## src/rtl/aeg_pkg.sv

```systemverilog
// ----------------------------------------------------------------------------
// aeg_pkg
// Shared types, codes and reset values for the ADSR envelope gain core.
// ----------------------------------------------------------------------------
package aeg_pkg;

    localparam int AEG_QUEUE_DEPTH = 2;

    // Register indexes on the configuration port
    localparam logic [2:0] REG_ATTACK_STEP   = 3'd0;
    localparam logic [2:0] REG_DECAY_STEP    = 3'd1;
    localparam logic [2:0] REG_RELEASE_STEP  = 3'd2;
    localparam logic [2:0] REG_ATTACK_PEAK   = 3'd3;
    localparam logic [2:0] REG_SUSTAIN_LEVEL = 3'd4;

    localparam logic [15:0] RST_ATTACK_STEP   = 16'd5;
    localparam logic [15:0] RST_DECAY_STEP    = 16'd7;
    localparam logic [15:0] RST_RELEASE_STEP  = 16'd4;
    localparam logic [15:0] RST_ATTACK_PEAK   = 16'd32768;
    localparam logic [15:0] RST_SUSTAIN_LEVEL = 16'd27853;

    // Phase codes as reported on the result channel
    localparam logic [2:0] PHC_ATTACK  = 3'd0;
    localparam logic [2:0] PHC_DECAY   = 3'd1;
    localparam logic [2:0] PHC_SUSTAIN = 3'd2;
    localparam logic [2:0] PHC_RELEASE = 3'd3;
    localparam logic [2:0] PHC_DONE    = 3'd4;

    typedef enum logic [4:0] {
        PH_ATTACK  = 5'b00001,
        PH_DECAY   = 5'b00010,
        PH_SUSTAIN = 5'b00100,
        PH_RELEASE = 5'b01000,
        PH_DONE    = 5'b10000
    } phase_t;

    // One word between envelope front end and gain back end
    typedef struct packed {
        logic signed [15:0] sample;
        logic [15:0]        level;
        logic [2:0]         phase;
    } env_word_t;

    function automatic logic [2:0] phase_code(input phase_t ph);
        logic [2:0] code;
        unique case (ph)
            PH_ATTACK:  code = PHC_ATTACK;
            PH_DECAY:   code = PHC_DECAY;
            PH_SUSTAIN: code = PHC_SUSTAIN;
            PH_RELEASE: code = PHC_RELEASE;
            PH_DONE:    code = PHC_DONE;
            default:    code = PHC_DONE;
        endcase
        return code;
    endfunction

endpackage

```

## src/rtl/aeg_if.sv

```systemverilog
// ----------------------------------------------------------------------------
// aeg_if
// Valid/ready stream interfaces for sample input and scaled result output.
// ----------------------------------------------------------------------------
interface aeg_in_if;
    logic               valid;
    logic               ready;
    logic signed [15:0] sample_in;
    logic               note_on;
    logic               note_off;

    modport source (output valid, output sample_in, output note_on, output note_off,
                    input ready);
    modport sink   (input valid, input sample_in, input note_on, input note_off,
                    output ready);
endinterface

interface aeg_out_if;
    logic               valid;
    logic               ready;
    logic signed [15:0] sample_out;
    logic [2:0]         phase;

    modport source (output valid, output sample_out, output phase, input ready);
    modport sink   (input valid, input sample_out, input phase, output ready);
endinterface

```

## src/rtl/adsr_envelope_gain_core.sv

```systemverilog
// ----------------------------------------------------------------------------
// adsr_envelope_gain_core
// Linear ADSR envelope applied as an unsigned Q1.15 gain to a 16-bit sample stream.
// ----------------------------------------------------------------------------
// Takes one sample word per clock while the FIFO has room and returns one
// scaled word per sample, in order. The envelope recurrence (note flags, one
// linear step, clamp and phase change) resolves combinationally in the front
// end; the 16x17 multiply and saturation sit in the back end ahead of the
// output register. Each word is registered in the FIFO and then in the output
// register before its result is valid. A QUEUE_DEPTH-entry FIFO between the
// two halves absorbs output stalls; input ready drops only when the FIFO is
// full. Configuration writes take effect on the next accepted sample.
// ----------------------------------------------------------------------------
module adsr_envelope_gain_core
    import aeg_pkg::*;
#(
    parameter int QUEUE_DEPTH = AEG_QUEUE_DEPTH
)
(
    input  logic        clk,
    input  logic        rst_n,
    input  logic        cfg_we,
    input  logic [2:0]  cfg_index,
    input  logic [15:0] cfg_data,
    aeg_in_if.sink      item,
    aeg_out_if.source   result
);

    logic      q_full;
    logic      q_empty;
    logic      q_push;
    logic      q_pop;
    env_word_t q_wdata;
    env_word_t q_rdata;

    aeg_front u_front (
        .clk       (clk),
        .rst_n     (rst_n),
        .cfg_we    (cfg_we),
        .cfg_index (cfg_index),
        .cfg_data  (cfg_data),
        .item      (item),
        .q_full    (q_full),
        .q_push    (q_push),
        .q_wdata   (q_wdata)
    );

    aeg_queue #(
        .DEPTH (QUEUE_DEPTH)
    ) u_queue (
        .clk   (clk),
        .rst_n (rst_n),
        .push  (q_push),
        .wdata (q_wdata),
        .full  (q_full),
        .pop   (q_pop),
        .rdata (q_rdata),
        .empty (q_empty)
    );

    aeg_back u_back (
        .clk     (clk),
        .rst_n   (rst_n),
        .q_empty (q_empty),
        .q_rdata (q_rdata),
        .q_pop   (q_pop),
        .result  (result)
    );

endmodule

```

## src/rtl/aeg_front.sv

```systemverilog
// ----------------------------------------------------------------------------
// aeg_front
// Register file and envelope state machine; one level update per word.
// ----------------------------------------------------------------------------
module aeg_front
    import aeg_pkg::*;
(
    input  logic        clk,
    input  logic        rst_n,
    input  logic        cfg_we,
    input  logic [2:0]  cfg_index,
    input  logic [15:0] cfg_data,
    aeg_in_if.sink      item,
    input  logic        q_full,
    output logic        q_push,
    output env_word_t   q_wdata
);

    logic [15:0] attack_step_reg;
    logic [15:0] decay_step_reg;
    logic [15:0] release_step_reg;
    logic [15:0] attack_peak_reg;
    logic [15:0] sustain_level_reg;

    logic [15:0] level_reg, level_next;
    logic [15:0] target_reg, target_next;
    phase_t      phase_reg, phase_next;

    logic [15:0]        lvl0;
    logic [15:0]        tgt0;
    phase_t             ph0;
    logic signed [17:0] lv;

    always_ff @(posedge clk or negedge rst_n)
    begin
        if (!rst_n)
        begin
            attack_step_reg   <= RST_ATTACK_STEP;
            decay_step_reg    <= RST_DECAY_STEP;
            release_step_reg  <= RST_RELEASE_STEP;
            attack_peak_reg   <= RST_ATTACK_PEAK;
            sustain_level_reg <= RST_SUSTAIN_LEVEL;
        end
        else if (cfg_we)
        begin
            case (cfg_index)
                REG_ATTACK_STEP:   attack_step_reg   <= cfg_data;
                REG_DECAY_STEP:    decay_step_reg    <= cfg_data;
                REG_RELEASE_STEP:  release_step_reg  <= cfg_data;
                REG_ATTACK_PEAK:   attack_peak_reg   <= cfg_data;
                REG_SUSTAIN_LEVEL: sustain_level_reg <= cfg_data;
                default: ;
            endcase
        end
    end

    assign item.ready = !q_full;
    assign q_push     = item.valid && !q_full;

    always_comb
    begin
        lvl0 = level_reg;
        tgt0 = target_reg;
        ph0  = phase_reg;
        // note-off is applied second so it wins
        if (item.note_on)
        begin
            lvl0 = '0;
            tgt0 = attack_peak_reg;
            ph0  = PH_ATTACK;
        end
        if (item.note_off)
        begin
            tgt0 = '0;
            ph0  = PH_RELEASE;
        end

        lv          = $signed({2'b00, lvl0});
        target_next = tgt0;
        phase_next  = ph0;
        unique case (ph0)
            PH_ATTACK:
            begin
                lv = lv + $signed({2'b00, attack_step_reg});
                if (lv >= $signed({2'b00, tgt0}))
                begin
                    lv          = $signed({2'b00, tgt0});
                    target_next = sustain_level_reg;
                    phase_next  = PH_DECAY;
                end
            end
            PH_DECAY:
            begin
                lv = lv - $signed({2'b00, decay_step_reg});
                if (lv <= $signed({2'b00, sustain_level_reg}))
                begin
                    lv         = $signed({2'b00, sustain_level_reg});
                    phase_next = PH_SUSTAIN;
                end
            end
            PH_RELEASE:
            begin
                lv = lv - $signed({2'b00, release_step_reg});
                if (lv <= 18'sd0)
                begin
                    lv         = '0;
                    phase_next = PH_DONE;
                end
            end
            PH_SUSTAIN, PH_DONE: ;
            default: ;
        endcase
        // clamps keep the level within 0..65535
        level_next = lv[15:0];

        q_wdata.sample = item.sample_in;
        q_wdata.level  = level_next;
        q_wdata.phase  = phase_code(phase_next);
    end

    always_ff @(posedge clk or negedge rst_n)
    begin
        if (!rst_n)
        begin
            level_reg  <= '0;
            target_reg <= '0;
            phase_reg  <= PH_DONE;
        end
        else if (q_push)
        begin
            level_reg  <= level_next;
            target_reg <= target_next;
            phase_reg  <= phase_next;
        end
    end

    a_done_holds: assert property (@(posedge clk) disable iff (!rst_n)
        (q_push && phase_reg == PH_DONE && !item.note_on && !item.note_off)
        |=> $stable(level_reg))
        else $error("level moved in done phase");

    a_release_target: assert property (@(posedge clk) disable iff (!rst_n)
        (phase_reg == PH_RELEASE) |-> (target_reg == 16'd0))
        else $error("release phase with nonzero ramp target");

endmodule

```

## src/rtl/aeg_queue.sv

```systemverilog
// ----------------------------------------------------------------------------
// aeg_queue
// Short FIFO decoupling envelope front end from gain back end.
// ----------------------------------------------------------------------------
module aeg_queue
    import aeg_pkg::*;
#(
    parameter int DEPTH = AEG_QUEUE_DEPTH
)
(
    input  logic      clk,
    input  logic      rst_n,
    input  logic      push,
    input  env_word_t wdata,
    output logic      full,
    input  logic      pop,
    output env_word_t rdata,
    output logic      empty
);

    localparam int PW = (DEPTH > 1) ? $clog2(DEPTH) : 1;
    localparam int CW = $clog2(DEPTH + 1);
    localparam logic [PW-1:0] LAST = PW'(DEPTH - 1);
    localparam logic [CW-1:0] FULL_COUNT = CW'(DEPTH);

    env_word_t       mem_reg [DEPTH];
    logic [PW-1:0]   wr_ptr_reg;
    logic [PW-1:0]   rd_ptr_reg;
    logic [CW-1:0]   count_reg;

    assign full  = (count_reg == FULL_COUNT);
    assign empty = (count_reg == '0);
    assign rdata = mem_reg[rd_ptr_reg];

    always_ff @(posedge clk)
    begin
        if (push)
        begin
            mem_reg[wr_ptr_reg] <= wdata;
        end
    end

    always_ff @(posedge clk or negedge rst_n)
    begin
        if (!rst_n)
        begin
            wr_ptr_reg <= '0;
            rd_ptr_reg <= '0;
            count_reg  <= '0;
        end
        else
        begin
            if (push)
            begin
                wr_ptr_reg <= (wr_ptr_reg == LAST) ? '0 : wr_ptr_reg + 1'b1;
            end
            if (pop)
            begin
                rd_ptr_reg <= (rd_ptr_reg == LAST) ? '0 : rd_ptr_reg + 1'b1;
            end
            if (push && !pop)
            begin
                count_reg <= count_reg + 1'b1;
            end
            else if (pop && !push)
            begin
                count_reg <= count_reg - 1'b1;
            end
        end
    end

    a_count_bound: assert property (@(posedge clk) disable iff (!rst_n)
        count_reg <= FULL_COUNT)
        else $error("queue count beyond depth");

    a_count_grow: assert property (@(posedge clk) disable iff (!rst_n)
        (push && !pop) |=> (count_reg == $past(count_reg) + CW'(1)))
        else $error("queue count did not track a lone push");

endmodule

```

## src/rtl/aeg_back.sv

```systemverilog
// ----------------------------------------------------------------------------
// aeg_back
// Gain stage: sample times level, floor shift by 15, saturate, output register.
// ----------------------------------------------------------------------------
module aeg_back
    import aeg_pkg::*;
(
    input  logic      clk,
    input  logic      rst_n,
    input  logic      q_empty,
    input  env_word_t q_rdata,
    output logic      q_pop,
    aeg_out_if.source result
);

    logic               valid_reg;
    logic signed [15:0] sample_reg;
    logic [2:0]         phase_reg;

    logic signed [32:0] prod;
    logic signed [17:0] shifted;
    logic signed [15:0] sat;

    assign q_pop = !q_empty && (!valid_reg || result.ready);

    always_comb
    begin
        prod    = q_rdata.sample * $signed({1'b0, q_rdata.level});
        // dropping the low bits of a signed product floors toward minus infinity
        shifted = prod[32:15];
        if (shifted > 18'sd32767)
        begin
            sat = 16'sh7FFF;
        end
        else if (shifted < -18'sd32768)
        begin
            sat = -16'sh8000;
        end
        else
        begin
            sat = shifted[15:0];
        end
    end

    always_ff @(posedge clk or negedge rst_n)
    begin
        if (!rst_n)
        begin
            valid_reg <= 1'b0;
        end
        else if (q_pop)
        begin
            valid_reg <= 1'b1;
        end
        else if (result.ready)
        begin
            valid_reg <= 1'b0;
        end
    end

    always_ff @(posedge clk)
    begin
        if (q_pop)
        begin
            sample_reg <= sat;
            phase_reg  <= q_rdata.phase;
        end
    end

    assign result.valid      = valid_reg;
    assign result.sample_out = sample_reg;
    assign result.phase      = phase_reg;

    a_pop_loads: assert property (@(posedge clk) disable iff (!rst_n)
        q_pop |=> valid_reg)
        else $error("popped word not presented");

endmodule

```

## src/flat_wrapper.sv

```systemverilog
// flat-port wrapper written by rule: the top's interface ports become plain ports
module adsr_envelope_gain_core_flat import aeg_pkg::*;
#(
    parameter int QUEUE_DEPTH = AEG_QUEUE_DEPTH
)
  (clk, rst_n, cfg_we, cfg_index, cfg_data, item_valid, item_sample_in, item_note_on, item_note_off, item_ready, result_valid, result_sample_out, result_phase, result_ready);
  aeg_in_if item_i ();
  aeg_out_if result_i ();
  input  logic clk;
  input  logic rst_n;
  input  logic cfg_we;
  input  logic [2:0] cfg_index;
  input  logic [15:0] cfg_data;
  input wire logic [$bits(item_i.valid)-1:0] item_valid;
  input wire logic [$bits(item_i.sample_in)-1:0] item_sample_in;
  input wire logic [$bits(item_i.note_on)-1:0] item_note_on;
  input wire logic [$bits(item_i.note_off)-1:0] item_note_off;
  output wire logic [$bits(item_i.ready)-1:0] item_ready;
  output wire logic [$bits(result_i.valid)-1:0] result_valid;
  output wire logic [$bits(result_i.sample_out)-1:0] result_sample_out;
  output wire logic [$bits(result_i.phase)-1:0] result_phase;
  input wire logic [$bits(result_i.ready)-1:0] result_ready;
  assign item_i.valid = item_valid;
  assign item_i.sample_in = item_sample_in;
  assign item_i.note_on = item_note_on;
  assign item_i.note_off = item_note_off;
  assign item_ready = item_i.ready;
  assign result_valid = result_i.valid;
  assign result_sample_out = result_i.sample_out;
  assign result_phase = result_i.phase;
  assign result_i.ready = result_ready;
  adsr_envelope_gain_core #(.QUEUE_DEPTH(QUEUE_DEPTH)) u_core (.clk(clk), .rst_n(rst_n), .cfg_we(cfg_we), .cfg_index(cfg_index), .cfg_data(cfg_data), .item(item_i), .result(result_i));
endmodule
```

## config.mk

```make
export PLATFORM = sky130hd
export DESIGN_NAME = adsr_envelope_gain_core_flat
export DESIGN_NICKNAME = d
export VERILOG_FILES = /design/src/rtl/aeg_pkg.sv /design/src/rtl/aeg_if.sv /design/src/rtl/adsr_envelope_gain_core.sv /design/src/rtl/aeg_front.sv /design/src/rtl/aeg_queue.sv /design/src/rtl/aeg_back.sv /design/src/flat_wrapper.sv
export SDC_FILE = /design/constraint.sdc
export NUM_CORES = 1
export LEC_CHECK = 0
export ABC_AREA = 1
export BUFFER_PORTS_ARGS = -buffer_cell sky130_fd_sc_hd__buf_4
export CAP_MARGIN = 30
export CORE_MARGIN = 4
export CORE_UTILIZATION = 35
export DETAILED_ROUTE_END_ITERATION = 10
export SYNTH_ARGS = -nofsm -noshare
export SYNTH_HDL_FRONTEND = slang
export SYNTH_SLANG_ARGS = --single-unit
```

## constraint.sdc

```tcl
create_clock -name clk -period 8.5 [get_ports clk]
set_input_delay 0 -clock clk [delete_from_list [all_inputs] [get_ports clk]]
set_output_delay 0 -clock clk [all_outputs]
set_load 0.01 [all_outputs]
```

==> flow_metrics.env, run 1 <==
export IMPL_cts_buffers=26
export IMPL_port_buffers=62
export IMPL_largest_reg_flops=70
export IMPL_die_y_microns=256.3
export IMPL_root_buffer="clkbuf_16"
export IMPL_grt_max_degree=70
export IMPL_dp_cells=3563
export IMPL_path_common_cell="fa_1"
export IMPL_outcome="completed"
export IMPL_holdCritPathClass="primary input to asynchronous set/reset pin"
export IMPL_h_tree_depth=1
export IMPL_grt_pass1_vias=18260
export IMPL_drv_slew=0
export IMPL_finalNetCount=3289
export IMPL_totalWireLength_microns=64250
export IMPL_synth_async_sr_flop_share=0.5782
export IMPL_gr_usage_all_layers=0.1961
export IMPL_synthCells=2745
export IMPL_cts_buffer_depth=3
export IMPL_globalplace_congestion=0.9583
export IMPL_final_setup_viol_count=0
export IMPL_vias=18250
export IMPL_diodes=0
export IMPL_grt_pass1_wl_microns=102600
export IMPL_critPathMaxFanout=26
export IMPL_drive_above_1_share=0.07805
export IMPL_area_delta_synth_final_pct=13.11
export IMPL_antenna_found_initial=0
export IMPL_ys_ff_latch=211
export IMPL_crit_slowest_cell="clkinv_1"
export IMPL_dp_slack_ns=0.8373
export IMPL_fin_cells=3652
export IMPL_setup_tns_ns=0
export IMPL_crit_path_end_kind="register"
export IMPL_synth_top_area_cell="fa_1"
export IMPL_ys_flop_type="dfrtp_1"
export IMPL_post_cts_buffers=0
export IMPL_syn_nets=3183
export IMPL_die_w_microns=256.3
export IMPL_finalHoldViolCount=0
export IMPL_core_sq_um=60700
export IMPL_crit_type="register to register"
export IMPL_setup_slack_ns=0.8362
export IMPL_detail_route_iter0_violations=1428
export IMPL_cp_num_buf_inv=5
export IMPL_wl_per_cell_microns=17.59
export IMPL_cp_arrival_ns=7.97
export IMPL_worst_pin_slew_ns=0.9885
export IMPL_rsz0062_at_grt="false"
export IMPL_synth_area_top_cells="fa_1 (18%), edfxtp_1 (12%), dfrtp_1 (12%)"
export IMPL_maxCapViolations=0
export IMPL_ys_warn_count=0
export IMPL_critPathTopFamily="adder cells"
export IMPL_ys_types=50
export IMPL_netlist_area_sq_um=21580
export IMPL_drc_errors=0
export IMPL_r2r_slack_ns=0.84
export IMPL_dp_final_hpwl_microns=50690
export IMPL_synth_seq_area_share=0.2664
export IMPL_worstSkewPairLatency_ns=0.58
export IMPL_cts_repair_resized=0
export IMPL_rows=90
export IMPL_grt_ovfl_total=0
export IMPL_first_pass_iters=5
export IMPL_routed_via_density=4.997
export IMPL_cts_sink_count=211
export IMPL_cts_tree="done"
export IMPL_dieArea_sq_um=65680
export IMPL_syn_area_per_cell_sq_um=7.860
export IMPL_worstPathRequired_ns=8.81
export IMPL_finalCriticalPeriod_ns=7.664
export IMPL_fin_util=0.4021
export IMPL_initial_utilization=0.3555
export IMPL_synth_edf_count=89
export IMPL_ioPinCount=63
export IMPL_fin_skew_ns=0.02851
export IMPL_fmax_mhz=130.5
export IMPL_clkTransAtPathRegs_ns=0.07
export IMPL_ant_nets=0
export IMPL_period_share=0.9016
export IMPL_maxSlewHeadroom=0.3366
export IMPL_synth_top_area_share=0.1819
export IMPL_start_kind="register"
export IMPL_max_stage_delay_ns=0.59
cells by family after synthesis:
family                   count (synthesis)  share of synthesized area
AND/OR/NAND/NOR                       1126                     0.2203
buffers and inverters                  612                     0.1086
adder cells (fa/ha/maj)                396                     0.2978
AO/OA/AOI/OAI                          357                    0.08948
flip-flops                             211                     0.2664
XOR/XNOR                                43                    0.01746
area by class of cell:
class,instances,area (sq um)
timing repair buffer,147,1250
inverter,543,2038
tap,782,978.4
multi-input combinational,1922,13500
sequential,211,5747
clock inverter,14,198.9
clock buffer,33,686.9
fill,6206,36290
cell usage after synthesis (2+ instances only):
master	n
ha_1	200
xor2_1	29
or2_2	28
a21o_1	6
buf_4	4
nand3_1	109
nor4_1	5
nor4_4	2
nor2_4	2
o31ai_1	2
a21boi_0	4
nor3_1	14
buf_6	3
o21bai_1	4
nor2_1	246
nand4_1	39
o21a_1	6
o21ai_1	24
and2_1	12
xnor2_1	14
fa_1	196
a21oi_4	2
and3_1	2
buf_1	4
dfstp_2	17
clkbuf_1	51
dfrtp_1	105
clkinv_1	13
a211oi_1	3
nand3b_1	15
a21oi_1	112
nand2_2	10
o21ai_2	3
o21ai_0	177
buf_2	7
a31oi_1	7
edfxtp_1	89
inv_2	6
inv_1	524
nand2_1	639
routing by layer:
metal / GRT usage / up-vias / wire length, microns
met4: 0.05074 / 0 / 1780
li1: - / 8829 / -
met5: 0 / - / 0
met3: 0.03118 / 94 / 4510
met1: 0.2753 / 8778 / 28920
met2: 0.3174 / 547 / 29040
path summary, 6_finish.rpt:
check                                                                   end                               startpoint  cells after the start
min                          u_core.u_front.attack_peak_reg[12]$_DFFE_PN0P_                                    rst_n                      2
min in group clk                    u_core.u_front.level_reg[7]$_DFFE_PN0P_                             item_note_on                      4
max reg2reg                u_core.u_back.result.sample_out[2]$_SDFFCE_PN1P_    u_core.u_queue.rd_ptr_reg$_DFFE_PN0P_                     26
min reg2reg                         u_core.u_queue.count_reg[0]$_DFFE_PN0P_  u_core.u_queue.count_reg[0]$_DFFE_PN0P_                      1
max                        u_core.u_back.result.sample_out[2]$_SDFFCE_PN1P_    u_core.u_queue.rd_ptr_reg$_DFFE_PN0P_                     26
max in group asynchronous           u_core.u_queue.count_reg[0]$_DFFE_PN0P_                                    rst_n                      3
timing repair:
| item | CTS | global route |
|---|---|---|
| setup endpoints to repair | 0 | 0 |
| endpoints found under the hold margin | 166 | 0 |
| hold buffers | 41 | 0 |
placed cells by master (no fill, tap or decap), types with 14 or more instances in the layout:
cell,n
clkinv_1,15
clkbuf_16,26
dfstp_2,17
fa_1,196
xor2_1,29
nand2_1,639
o21ai_1,24
or2_2,28
inv_1,523
buf_4,102
ha_1,200
nand3_1,109
nand4_1,39
nand3b_1,15
dfrtp_1,105
dlygate4sd3_1,41
nor2_1,244
xnor2_1,14
edfxtp_1,89
o21ai_0,177
a21oi_1,111
nor3_1,14
through the flow:
stage / instance area (sq um) / hold WS, ns
2_1_floorplan: 21580 / -0.2956
3_3_place_gp: 23020 / 0.1044
3_5_place_dp: 23090 / 0.1009
4_1_cts: 24390 / 0.01895
5_1_grt: 24400 / 0.05674
6_report: 24400 / 0.01539
Power of run 1 is left out: the tool's default activity adds up to more than one toggle a clock period on the data nets, which glitch-free logic cannot reach.
==> run 2, diff against run 1 <==
--- a/config.mk
+++ b/config.mk
@@ -11,6 +11,7 @@
 export CORE_MARGIN = 4
 export CORE_UTILIZATION = 35
 export DETAILED_ROUTE_END_ITERATION = 10
+export RECOVER_POWER = 100
 export SYNTH_ARGS = -nofsm -noshare
 export SYNTH_HDL_FRONTEND = slang
 export SYNTH_SLANG_ARGS = --single-unit
==> run 2 against run 1 <==
- the flow now finishes with violations (capacitance limit, slew limit)
- count of clock-buffer cells in the layout stayed put
- global-route usage is the same
- worst setup slack lost 0.053 ns
- fmax down 0.68%
- cell area is 1.0% lower
==> flow_metrics.env, run 2 (same netlist as run 1, synthesis figures left out) <==
export IMPL_holdCritPathClass="primary input to register"
export IMPL_cts_repair_resized=0
export IMPL_grt_ovfl_total=0
export IMPL_globalplace_congestion=0.9583
export IMPL_largest_reg_flops=70
export IMPL_root_buffer="clkbuf_16"
export IMPL_place_area_sq_um=23090
export IMPL_grt_pass1_vias=18260
export IMPL_die_y_microns=256.3
export IMPL_h_tree_depth=1
export IMPL_final_setup_viol_count=0
export IMPL_initial_utilization=0.3555
export IMPL_wl_per_cell_microns=17.58
export IMPL_worstSkewPairLatency_ns=0.58
export IMPL_grt_pass1_wl_microns=102600
export IMPL_violations="capacitance limit, slew limit"
export IMPL_drv_slew=238
export IMPL_totalWireLength_microns=64210
export IMPL_worstPathRequired_ns=8.82
export IMPL_maxCapViolations=5
export IMPL_port_buffers=62
export IMPL_finalCriticalPeriod_ns=7.716
export IMPL_critPathMaxFanout=26
export IMPL_crit_type="register to register"
export IMPL_path_common_cell="inv_1"
export IMPL_die_w_microns=256.3
export IMPL_grt_max_degree=70
export IMPL_ioPinCount=63
export IMPL_maxSlewHeadroom=-1.497
export IMPL_setup_slack_ns=0.7835
export IMPL_design_area_sq_um=24150
export IMPL_cp_arrival_ns=8.03
export IMPL_period_share=0.9078
export IMPL_drc_errors=0
export IMPL_setup_tns_ns=0
export IMPL_start_kind="register"
export IMPL_drive_above_1_share=0.05854
export IMPL_cts_tree="done"
export IMPL_fmax_mhz=129.6
export IMPL_holdWs_ns=0.09528
export IMPL_core_sq_um=60700
export IMPL_cts_buffers=26
export IMPL_gr_usage_all_layers=0.1961
export IMPL_fin_skew_ns=0.02450
export IMPL_antenna_found_initial=0
export IMPL_crit_slowest_cell="fa_1"
export IMPL_detail_route_iter0_violations=1378
export IMPL_worst_pin_slew_ns=3.746
export IMPL_final_cell_mix="nand2_1 (643), inv_1 (524), nor2_1 (246), ha_1 (200), fa_1 (196)"
export IMPL_ant_nets=0
export IMPL_clkTransAtPathRegs_ns=0.07
export IMPL_final_common_cell="nand2_1"
export IMPL_first_pass_iters=6
export IMPL_dp_final_hpwl_microns=50690
export IMPL_crit_path_end_kind="register"
export IMPL_finalNetCount=3289
export IMPL_rsz0062_at_grt="false"
export IMPL_area_delta_synth_final_pct=11.95
export IMPL_cts_buffer_depth=3
export IMPL_diodes=0
export IMPL_dieArea_sq_um=65680
export IMPL_cts_sink_count=211
export IMPL_vias=18330
export IMPL_dp_slack_ns=0.8373
export IMPL_routed_via_density=5.019
export IMPL_rows=90
export IMPL_outcome="complete, but fails checks"
export IMPL_max_stage_delay_ns=0.56
export IMPL_r2r_slack_ns=0.78
export IMPL_finalHoldViolCount=0
[run 2: changes by cell type in the layout (fill, tap and decap cells not counted), moves of 2 or more]
cell,delta
and2_0,+10
and2_1,-10
buf_4,-50
clkbuf_1,+48
clkbuf_4,+5
nand2_1,+4
nand2_2,-4
nor2_1,+2
nor2_4,-2
[run 2: final timing paths]
check | endpoint | cells after the start | from
min | u_core.u_front.release_step_reg[0]$_DFFE_PN0P_ | 5 | cfg_we
min in group asynchronous | u_core.u_front.attack_peak_reg[12]$_DFFE_PN0P_ | 2 | rst_n
max reg2reg | u_core.u_back.result.sample_out[2]$_SDFFCE_PN1P_ | 30 | u_core.u_queue.rd_ptr_reg$_DFFE_PN0P_
max | u_core.u_back.result.sample_out[2]$_SDFFCE_PN1P_ | 30 | u_core.u_queue.rd_ptr_reg$_DFFE_PN0P_
min reg2reg | u_core.u_queue.count_reg[0]$_DFFE_PN0P_ | 1 | u_core.u_queue.count_reg[0]$_DFFE_PN0P_
max in group asynchronous | u_core.u_queue.count_reg[0]$_DFFE_PN0P_ | 3 | rst_n
[run 2: per-layer routing]
metal  track usage  wire (microns)
met1        0.2753           28840
met2        0.3174           29090
met5             0               0
met4       0.05074            1680
met3       0.03118            4594
[run 2: through the flow]
stage,std cells,utilization
6_report,3652,0.3980
5_1_grt,3652,0.3980
3_3_place_gp,3558,0.3792
4_1_cts,3651,0.4018
3_5_place_dp,3563,0.3805
2_1_floorplan,2745,-
[run 2: worst max-delay path, delay by kind of cell, from the launching register on]
kind	cells	cell delay, ns
AOI/OAI and AO/OA	5	1.08
adders and majority gates	7	3.44
buffers and inverters	9	1.55
DFF	1	0.38
and+or+nand+nor	9	0.99
[run 2: final cells by class]
cell class / instances / area [sq um]
fillers: 6252 / 36540
multi-input cells: 1922 / 13480
flip-flops and latches: 211 / 5747
inverters: 543 / 2038
repair buffers: 147 / 1030
well taps: 782 / 978.4
clock buffers: 33 / 686.9
clock inverters: 14 / 198.9
[run 2: what timing repair did]
action,4_1_cts,5_1_grt
hold buffers,41,0
setup buffers,0,0
hold endpoints to repair,166,0
Power of run 2 is left out for the same reason.
==> run 3, diff against run 2 <==
--- a/config.mk
+++ b/config.mk
@@ -8,6 +8,7 @@
 export ABC_AREA = 1
 export BUFFER_PORTS_ARGS = -buffer_cell sky130_fd_sc_hd__buf_4
 export CAP_MARGIN = 30
+export CORE_ASPECT_RATIO = 0.75
 export CORE_MARGIN = 4
 export CORE_UTILIZATION = 35
 export DETAILED_ROUTE_END_ITERATION = 10
==> run 3 against run 2 <==
- via count rose by 0.64%
- worst hold slack got worse by 0.051 ns
- fmax fell by 4.1%
- global-route usage rose by 0.43 points
- non-clock buffer count fell by 16
- critical path depth fell by 5
- die area barely moved
- the flow still finishes with violations (capacitance limit, slew limit)
- critical path type unchanged
- first-iteration DRC count rose by 43%
- worst setup slack got worse by 0.33 ns
- count of clock-buffer cells in the layout fell by 1
- register-to-register slack got worse by 0.33 ns
- utilization fell by 0.087 points
==> flow_metrics.env, run 3 (same netlist as run 1, synthesis figures left out) <==
export IMPL_min_from="cfg_we"
export IMPL_path_common_cell="fa_1"
export IMPL_root_buffer="clkbuf_16"
export IMPL_antenna_found_initial=2
export IMPL_core_sq_um=60700
export IMPL_grt_pass1_wl_microns=103400
export IMPL_final_cell_mix="nand2_1 (643), inv_1 (525), nor2_1 (246), ha_1 (200), fa_1 (196)"
export IMPL_drv_slew=253
export IMPL_grt_ovfl_total=0
export IMPL_grt_pass1_vias=17600
export IMPL_setup_slack_ns=0.4528
export IMPL_cts_buffer_depth=3
export IMPL_fmax_mhz=124.3
export IMPL_rows=78
export IMPL_crit_slowest_cell="o21ai_1"
export IMPL_rr_endpoint="u_core.u_back.result.sample_out[0]$_SDFFCE_PN1P_"
export IMPL_ioPinCount=63
export IMPL_ant_nets=0
export IMPL_fin_skew_ns=0.03103
export IMPL_finalCriticalPeriod_ns=8.047
export IMPL_design_area_sq_um=24100
export IMPL_h_tree_depth=1
export IMPL_cp_arrival_ns=8.32
export IMPL_clkTransAtPathRegs_ns=0.06
export IMPL_worst_pin_slew_ns=4.571
export IMPL_area_delta_synth_final_pct=11.72
export IMPL_critPathMaxFanout=38
export IMPL_final_common_cell="nand2_1"
export IMPL_grt_max_degree=83
export IMPL_vias=18450
export IMPL_r2r_slack_ns=0.45
export IMPL_dp_final_hpwl_microns=52810
export IMPL_holdCritPathClass="primary input to register"
export IMPL_cts_sink_count=211
export IMPL_finalNetCount=3273
export IMPL_hold_path_depth=3
export IMPL_dieArea_sq_um=65720
export IMPL_setup_tns_ns=0
export IMPL_crit_path_end_kind="register"
export IMPL_largest_reg_flops=70
export IMPL_gr_usage_all_layers=0.2004
export IMPL_rsz0062_at_grt="false"
export IMPL_dp_slack_ns=0.7739
export IMPL_crit_type="register to register"
export IMPL_start_kind="register"
export IMPL_post_cts_buffers=0
export IMPL_finalHoldViolCount=0
export IMPL_routed_via_density=5.044
export IMPL_cts_repair_resized=0
export IMPL_die_y_microns=223.0
export IMPL_place_area_sq_um=23060
export IMPL_initial_utilization=0.3554
export IMPL_drc_errors=0
export IMPL_wl_per_cell_microns=17.81
export IMPL_worstPathRequired_ns=8.78
export IMPL_die_w_microns=294.7
export IMPL_reg2reg_from="u_core.u_queue.rd_ptr_reg$_DFFE_PN0P_"
export IMPL_first_pass_iters=8
export IMPL_violations="capacitance limit, slew limit"
export IMPL_period_share=0.9467
export IMPL_port_buffers=62
export IMPL_drive_above_1_share=0.05604
export IMPL_maxSlewHeadroom=-2.047
export IMPL_final_setup_viol_count=0
export IMPL_worstSkewPairLatency_ns=0.56
export IMPL_totalWireLength_microns=65110
export IMPL_cts_tree="done"
export IMPL_fillers=6300
export IMPL_globalplace_congestion=0.9830
export IMPL_cts_buffers=26
export IMPL_hold_end="u_core.u_front.sustain_level_reg[13]$_DFFE_PN1P_"
export IMPL_maxCapViolations=6
export IMPL_r2r_cells=25
export IMPL_max_stage_delay_ns=0.92
export IMPL_detail_route_iter0_violations=1967
export IMPL_outcome="complete, but fails checks"
export IMPL_fin_util=0.3971
==> run 3: cell types whose count changed in the layout (fill, tap and decap cells not counted), sizes merged, moves of 2 or more <==
cell         delta
dlygate4sd3     -4
buf             -8
inv             +4
diode           +2
clkbuf          -5
clkinvlp        -2
==> run 3: timing repair <==
| item | 4_1_cts | 5_1_grt |
|---|---|---|
| hold endpoints to repair | 194 | 0 |
| hold buffers | 37 | 0 |
| setup endpoints to repair | 0 | 0 |
==> run 3: routing by layer <==
layer  wire, microns  up-vias  GRT usage
met4            1221        0    0.03831
met5               0        -          0
li1                -     8804          -
met3            5947       71    0.04598
met2           24670      703     0.2687
met1           33270     8869     0.3238
==> run 3: worst max path at each step <==
stage | start | endpoint | slack [ns] | depth (start not counted)
floorplan | u_core.u_queue.rd_ptr_reg$_DFFE_PN0P_ | u_core.u_back.result.sample_out[12]$_SDFFCE_PN1P_ | 1.76 | 30
global placement | u_core.u_queue.rd_ptr_reg$_DFFE_PN0P_ | u_core.u_back.result.sample_out[12]$_SDFFCE_PN1P_ | 0.84 | 25
detailed placement | u_core.u_queue.rd_ptr_reg$_DFFE_PN0P_ | u_core.u_back.result.sample_out[14]$_SDFFCE_PN1P_ | 0.77 | 26
CTS | u_core.u_queue.rd_ptr_reg$_DFFE_PN0P_ | u_core.u_back.result.sample_out[0]$_SDFFCE_PN1P_ | 0.76 | 26
global route | u_core.u_queue.rd_ptr_reg$_DFFE_PN0P_ | u_core.u_back.result.sample_out[6]$_SDFFCE_PN1P_ | 0.11 | 27
finish | u_core.u_queue.rd_ptr_reg$_DFFE_PN0P_ | u_core.u_back.result.sample_out[0]$_SDFFCE_PN1P_ | 0.45 | 25
==> run 3: stage by stage <==
step           hold WS [ns]  std cells
2_1_floorplan       -0.2956       2745
4_1_cts             0.01574       3654
3_3_place_gp         0.1087       3563
3_5_place_dp         0.1035       3569
5_1_grt              0.1017       3657
6_report            0.04417       3657
==> run 3: cell type report <==
cell class	instances	area, sq um	area share
Clock inverter	16	209.0	0.008669
Sequential cell	211	5747	0.2384
Clock buffer	32	734.5	0.03047
Antenna cell	2	5.005	0.0002076
Tap cell	800	1001	0.04153
Inverter	543	2038	0.08456
Timing Repair Buffer	131	899.6	0.03732
Multi-Input combinational cell	1922	13470	0.5588
==> run 3: worst max-delay path: cells and delay by family (launching register included) <==
family                     cells  cell delay, ns
adders and majority gates      7            3.29
AOI/OAI and AO/OA              4            1.75
and+or+nand+nor                8            1.17
DFF                            1            0.37
buffers and inverters          6            1.20
Power of run 3 is left out for the same reason.
